$ cat src/mrp_pkg.sv
`default_nettype none
package mrp_pkg;

  // witness lfsr feedback taps
  localparam logic [31:0] LfsrTaps = 32'h80200003;
  localparam int unsigned MaxRounds = 64;
  localparam int unsigned RoundsW = 7;

  // configuration register indexes
  localparam logic RegRounds = 1'b0;
  localparam logic RegSeed = 1'b1;

  // one step of the galois lfsr
  function automatic logic [31:0] lfsr_step(input logic [31:0] v);
    logic [31:0] s;
    s = v >> 1;
    if (v[0]) begin
      s = s ^ LfsrTaps;
    end
    return s;
  endfunction

endpackage
`default_nettype wire

$ cat src/miller_rabin_primality.sv
// Miller-Rabin primality tester. One candidate is taken at a time; ready is low while
// a test runs and while a finished result still waits to be taken, so the next candidate
// is accepted only after the previous result has left. Trivial candidates (n<=1, even,
// 2, 3) pass through the check and done states only. Odd n>=5 runs one shared modular
// unit: each modular product is a 32x32 multiply, then a restoring bit-serial
// reduction of the 64-bit product, one bit per cycle, then a step to take the
// remainder, plus a sequencer step per exponent bit or squaring. A w mod (n-4)
// reduction per round runs through the same unit. Composites usually stop in the
// first round.
`default_nettype none
module miller_rabin_primality #(
  parameter int unsigned NUM_WIDTH = 32
) (
  input  wire logic        clk_i,
  input  wire logic        rst_ni,
  input  wire logic        in_valid_i,
  output logic             in_ready_o,
  input  wire logic [31:0] candidate_i,
  output logic             out_valid_o,
  input  wire logic        out_ready_i,
  output logic             likely_prime_o,
  input  wire logic        cfg_valid_i,
  output logic             cfg_ready_o,
  input  wire logic [0:0]  cfg_index_i,
  input  wire logic [31:0] cfg_data_i
);

  localparam int unsigned W = NUM_WIDTH;
  // wide enough for a full product and for the 32-bit witness word
  localparam int unsigned PW = (2 * W < 32) ? 32 : 2 * W;
  localparam int unsigned CW = $clog2(PW + 1);
  localparam int unsigned RW = $clog2(W + 1);

  typedef enum logic [3:0] {
    S_IDLE, S_CHECK, S_SPLIT, S_WIT, S_POW, S_SQ, S_MUL, S_RED, S_DONE
  } state_e;

  // what to do with the result of the modular unit
  typedef enum logic [2:0] {
    K_WIT, K_ACC, K_BASE, K_SQ
  } kind_e;

  state_e        state_q;
  kind_e         kind_q;
  logic [6:0]    rounds_q;
  logic [31:0]   lfsr_q;
  logic [W-1:0]  n_q, d_q, e_q;
  logic [RW-1:0] r_q, j_q;
  logic [6:0]    k_q;
  logic [W-1:0]  acc_q, base_q;
  logic [W-1:0]  ma_q, mb_q, mod_q;
  logic [PW-1:0] prod_q;
  logic [W:0]    rem_q;
  logic [CW-1:0] cnt_q;
  logic          res_q, ovalid_q;

  logic [W-1:0]  n_in;
  logic [W:0]    rem_sh;
  logic [6:0]    k_lim;
  logic [W-1:0]  nm1;

  assign n_in = candidate_i[W-1:0];
  assign nm1 = n_q - W'(1);
  assign rem_sh = {rem_q[W-1:0], prod_q[PW-1]};
  assign k_lim = (rounds_q == 7'd0) ? 7'd1 :
                 (rounds_q > 7'(mrp_pkg::MaxRounds)) ? 7'(mrp_pkg::MaxRounds) : rounds_q;

  assign in_ready_o = (state_q == S_IDLE) && !ovalid_q;
  assign cfg_ready_o = (state_q == S_IDLE);
  assign out_valid_o = ovalid_q;
  assign likely_prime_o = res_q;

  // sequencer, lfsr and shared modular unit
  always_ff @(posedge clk_i or negedge rst_ni) begin
    if (!rst_ni) begin
      state_q  <= S_IDLE;
      kind_q   <= K_WIT;
      rounds_q <= 7'd5;
      lfsr_q   <= 32'd1;
      ovalid_q <= 1'b0;
      res_q    <= 1'b0;
      n_q      <= '0;
      d_q      <= '0;
      e_q      <= '0;
      r_q      <= '0;
      j_q      <= '0;
      k_q      <= '0;
      acc_q    <= '0;
      base_q   <= '0;
      ma_q     <= '0;
      mb_q     <= '0;
      mod_q    <= '0;
      prod_q   <= '0;
      rem_q    <= '0;
      cnt_q    <= '0;
    end else begin
      if (ovalid_q && out_ready_i) begin
        ovalid_q <= 1'b0;
      end
      unique case (state_q)
        S_IDLE: begin
          if (cfg_valid_i) begin
            if (cfg_index_i == mrp_pkg::RegRounds) begin
              rounds_q <= cfg_data_i[6:0];
            end else begin
              lfsr_q <= cfg_data_i;
            end
          end
          if (in_valid_i && in_ready_o) begin
            n_q <= n_in;
            state_q <= S_CHECK;
          end
        end
        S_CHECK: begin
          if (n_q <= W'(1) || (!n_q[0] && n_q != W'(2))) begin
            res_q <= 1'b0;
            state_q <= S_DONE;
          end else if (n_q == W'(2) || n_q == W'(3)) begin
            res_q <= 1'b1;
            state_q <= S_DONE;
          end else begin
            d_q <= nm1;
            r_q <= '0;
            k_q <= '0;
            state_q <= S_SPLIT;
          end
        end
        // strip trailing zeros of n-1
        S_SPLIT: begin
          if (!d_q[0]) begin
            d_q <= d_q >> 1;
            r_q <= r_q + RW'(1);
          end else begin
            lfsr_q <= mrp_pkg::lfsr_step(lfsr_q);
            // reduce witness word modulo n-4 (mult by one)
            prod_q <= PW'(mrp_pkg::lfsr_step(lfsr_q));
            mod_q <= n_q - W'(4);
            kind_q <= K_WIT;
            rem_q <= '0;
            cnt_q <= CW'(PW);
            state_q <= S_RED;
          end
        end
        // one step of square-and-multiply
        S_POW: begin
          if (e_q == '0) begin
            if (acc_q == W'(1) || acc_q == nm1) begin
              state_q <= S_WIT;
            end else begin
              j_q <= RW'(1);
              state_q <= S_SQ;
            end
          end else if (e_q[0]) begin
            ma_q <= acc_q; mb_q <= base_q; kind_q <= K_ACC; state_q <= S_MUL;
          end else begin
            ma_q <= base_q; mb_q <= base_q; kind_q <= K_BASE; state_q <= S_MUL;
          end
        end
        // repeated squaring
        S_SQ: begin
          if (j_q >= r_q) begin
            res_q <= 1'b0;
            state_q <= S_DONE;
          end else begin
            ma_q <= acc_q; mb_q <= acc_q; kind_q <= K_SQ; state_q <= S_MUL;
          end
        end
        S_WIT: begin
          if (k_q + 7'd1 >= k_lim) begin
            res_q <= 1'b1;
            state_q <= S_DONE;
          end else begin
            k_q <= k_q + 7'd1;
            lfsr_q <= mrp_pkg::lfsr_step(lfsr_q);
            prod_q <= PW'(mrp_pkg::lfsr_step(lfsr_q));
            mod_q <= n_q - W'(4);
            kind_q <= K_WIT;
            rem_q <= '0;
            cnt_q <= CW'(PW);
            state_q <= S_RED;
          end
        end
        S_MUL: begin
          prod_q <= PW'(ma_q) * PW'(mb_q);
          mod_q <= n_q;
          rem_q <= '0;
          cnt_q <= CW'(PW);
          state_q <= S_RED;
        end
        // restoring reduction, one product bit a cycle
        S_RED: begin
          if (cnt_q != '0) begin
            prod_q <= prod_q << 1;
            cnt_q <= cnt_q - CW'(1);
            rem_q <= (rem_sh >= {1'b0, mod_q}) ? rem_sh - {1'b0, mod_q} : rem_sh;
          end else begin
            unique case (kind_q)
              K_WIT: begin
                base_q <= rem_q[W-1:0] + W'(2);
                acc_q <= W'(1);
                e_q <= d_q;
                state_q <= S_POW;
              end
              K_ACC: begin
                acc_q <= rem_q[W-1:0];
                ma_q <= base_q; mb_q <= base_q; kind_q <= K_BASE;
                state_q <= S_MUL;
              end
              K_BASE: begin
                base_q <= rem_q[W-1:0];
                e_q <= e_q >> 1;
                state_q <= S_POW;
              end
              default: begin
                acc_q <= rem_q[W-1:0];
                j_q <= j_q + RW'(1);
                if (rem_q[W-1:0] == nm1) begin
                  state_q <= S_WIT;
                end else begin
                  state_q <= S_SQ;
                end
              end
            endcase
          end
        end
        S_DONE: begin
          ovalid_q <= 1'b1;
          state_q <= S_IDLE;
        end
        default: state_q <= S_IDLE;
      endcase
    end
  end

  // checks
  a_red_lt_mod: assert property (@(posedge clk_i) disable iff (!rst_ni)
    (state_q == S_RED) |-> (rem_q < {1'b0, mod_q}))
    else $error("remainder out of range");
  a_busy_no_in: assert property (@(posedge clk_i) disable iff (!rst_ni)
    (state_q != S_IDLE) |-> !in_ready_o)
    else $error("ready while busy");
  a_done_valid: assert property (@(posedge clk_i) disable iff (!rst_ni)
    (state_q == S_DONE) |=> out_valid_o)
    else $error("result lost");

endmodule
`default_nettype wire

$ cat config.mk
export PLATFORM = sky130hd
export DESIGN_NAME = miller_rabin_primality
export DESIGN_NICKNAME = d
export VERILOG_FILES = /design/src/mrp_pkg.sv /design/src/miller_rabin_primality.sv
export SDC_FILE = /design/constraint.sdc
export NUM_CORES = 2
export LEC_CHECK = 0
export BUFFER_PORTS_ARGS = -buffer_cell sky130_fd_sc_hd__buf_2
export CAP_MARGIN = 20
export CORE_MARGIN = 2
export CORE_UTILIZATION = 50
export DETAILED_ROUTE_END_ITERATION = 8
export PLACE_DENSITY = 0.66
export SETUP_SLACK_MARGIN = 0.4
export SLEW_MARGIN = 25
export SYNTH_ARGS = -nofsm -noshare
export SYNTH_HDL_FRONTEND = slang
export SYNTH_SLANG_ARGS = --single-unit
$ cat constraint.sdc
create_clock -name clk_i -period 17.29 [get_ports clk_i]
set_input_delay 1.729 -clock clk_i [delete_from_list [all_inputs] [get_ports clk_i]]
set_output_delay 1.729 -clock clk_i [all_outputs]
set_load 0.05 [all_outputs]
==> out/qor.txt <==
worst-path maximum fanout - 22
final global-route overflow total - 0
Initial Util - 50.4%
core area - 112000 µm²
Clk pin slew, worst setup/hold paths - 60 ps
io pins - 74
number of post-CTS setup repair buffers - 0
top-area cell type share of the netlist area - 31.6%
CTS root buffer - clkbuf_16
Async SR Flop Fraction - 100%
CP max-delay cell - o311ai_0
Area contributors post-synth - fa_1 (32%), dfrtp_1 (19%), ha_1 (7.0%), and2_1 (6.6%), inv_1 (6.1%)
Port Buffers - 73
ant diodes - 0
Layout area overhead - 5.67%
largest net degree at the start of global routing - 89
dpl cells - 7484
die height - 341 µm
Critical Path AT - 9490 ps
drt pass-1 iters - 5
max-slew violations - 0
max reg flops - 64
Worst-Margin Slew - 993 ps
CP peak stage delay - 930 ps
Yosys reg bits - 425
DR iter-0 viols - 3230
Tightest Hold Check Type - reg -> reg
Net Count, Synth - 7505
clock sinks - 425
count of cell types in the netlist - 94
worst r2r path cells - 26
site row count - 123
status - finished, final reports clean
HP Start - prod_q[7]
max cap viols - 0
Final period util - 52.2%
Ys Warns - 0
final setup TNS - 0 ps
final worst slack - 8260 ps
Post-DRT Antenna Nets - 0
CTS tree - built
total track usage - 27.3%
# resized after CTS - 0
Clock Skew - 29.8 ps
via count - 42.2k
Synth Instances - 6219
Final Util - 53.3%
final setup vio count - 0
CTS Hold Bufs - 0
count leader, synth - inv_1
dominant synthesized flop cell - dfrtp_1
crit path capture type - register
Reg-to-Reg End - prod_q[63]
gpl congestion - 1.02
WHS Endpoint - prod_q[7]
f_max - 111 MHz
first-pass GRT wire length - 251000 µm
Routed WL - 153000 µm
RSZ-0062 raised after global routing - false
CP required - 17750 ps
CTS Buf Count - 50
Detail Placement HPWL - 119000 µm
DR vias/cell - 5.57
H-tree depth - 2
Mean Syn Cell Area - 9.12 µm²
Filler Cells Inserted - 10.3k
startpoint types - register
Die ar. - 116000 µm²
relative slew slack - 33.2%
clk_lat worst skew - 620 ps
r2r setup slk - 8260 ps
WL/cell - 20.2 µm
Layout Cells excl Fill - 7579
CP dominant cell by count - fa_1
DRC Markers - 0
vias in the first global route - 44.2k
Crit Reg-Reg Startpoint - ma_q[13]
initial antenna violation count - 1
largest reg by FF count - prod_q
EDFF count, synth - 0
kind of critical path - reg -> reg
register area share after synthesis - 18.7%
synth cell count leaders - inv_1 (926), fa_1 (897), nand2_1 (710), and2_1 (602), dfrtp_1 (422)
CTS max path bufs - 3
Place WS - 8400 ps
Die Wd - 341 µm
final hold violations - 0
Synth Cell Area - 56700 µm²
nets - 7323
hold depth - 2
Period minus WS final - 9030 ps
layout cells sized above 1 - 5.77%
leading area contributor after synthesis - fa_1
[cell usage in the layout, fill, tap and decap left out, types with 41 or more instances in the layout]
cell type,count
nor2_1,347
mux2_2,43
buf_4,86
nand4_1,42
xnor2_1,127
mux2i_1,140
fa_1,897
xor2_1,108
a21oi_1,310
nand2_1,706
inv_1,926
dfrtp_1,416
ha_1,319
clkbuf_16,50
and2_1,602
buf_2,72
nand3_1,82
a21o_1,57
and3_1,41
o21ai_0,193
[through the flow]
| stage | cell area (µm²) | hold WS (ps) |
|---|---|---|
| after detailed placement | 58100 | 466 |
| after global routing | 60000 | 501 |
| after floorplan | 56700 | 442 |
| after CTS | 59900 | 480 |
| final | 60000 | 480 |
| after global placement | 58100 | 455 |
[kinds of logic after synthesis]
| kind of cell | after synthesis | synth area share [%] |
|---|---|---|
| flops | 425 | 18.7 |
| mux | 183 | 3.32 |
| compound gates | 831 | 9.14 |
| fa+ha+maj | 1216 | 38.7 |
| simple gates | 2005 | 17.4 |
| xor+xnor | 237 | 3.71 |
| buf+inv | 1322 | 8.98 |
[worst max-delay path by stage]
stage             start          to  slack [ps]  cells past startpoint
6_report       ma_q[13]  prod_q[63]        8260                     26
3_5_place_dp    ma_q[7]  prod_q[62]        8400                     26
5_1_grt         mb_q[3]  prod_q[63]        7930                     25
3_3_place_gp   mb_q[17]  prod_q[62]        8300                     25
2_1_floorplan  ma_q[25]  prod_q[62]        9920                     26
4_1_cts         ma_q[7]  prod_q[62]        8350                     26
[area by class of cell]
class,instances,area [µm²],share of cell area [%]
multi-input cells,4472,41100,68.6
inverters,926,3480,5.80
well taps,1500,1880,3.13
repair buffers,162,1060,1.77
flip-flops and latches,425,10600,17.8
clock inverters,24,374,0.624
clock buffers,70,1420,2.36
[layer usage]
metal | vias to the layer above | part of all wire [%] | GRT usage (%) | wire [µm]
met3 | 231 | 5.8 | 3.28 | 8880
met1 | 21442 | 44 | 38.7 | 67700
met2 | 1279 | 47 | 44.3 | 72100
li1 | 19253 | - | - | -
met4 | 0 | 3.0 | 7.53 | 4550
met5 | - | 0 | 0 | 0
[worst max-delay path: cells and delay by family (launching register included)]
family	cells	cell delay [ps]
compound gates	9	2810
xor+xnor	1	150
fa+ha+maj	9	4300
buf+inv	5	620
flops	1	620
simple gates	2	350
Power is left out: the tool's default activity adds up to more than one toggle a clock period on the data nets, which glitch-free logic cannot reach.
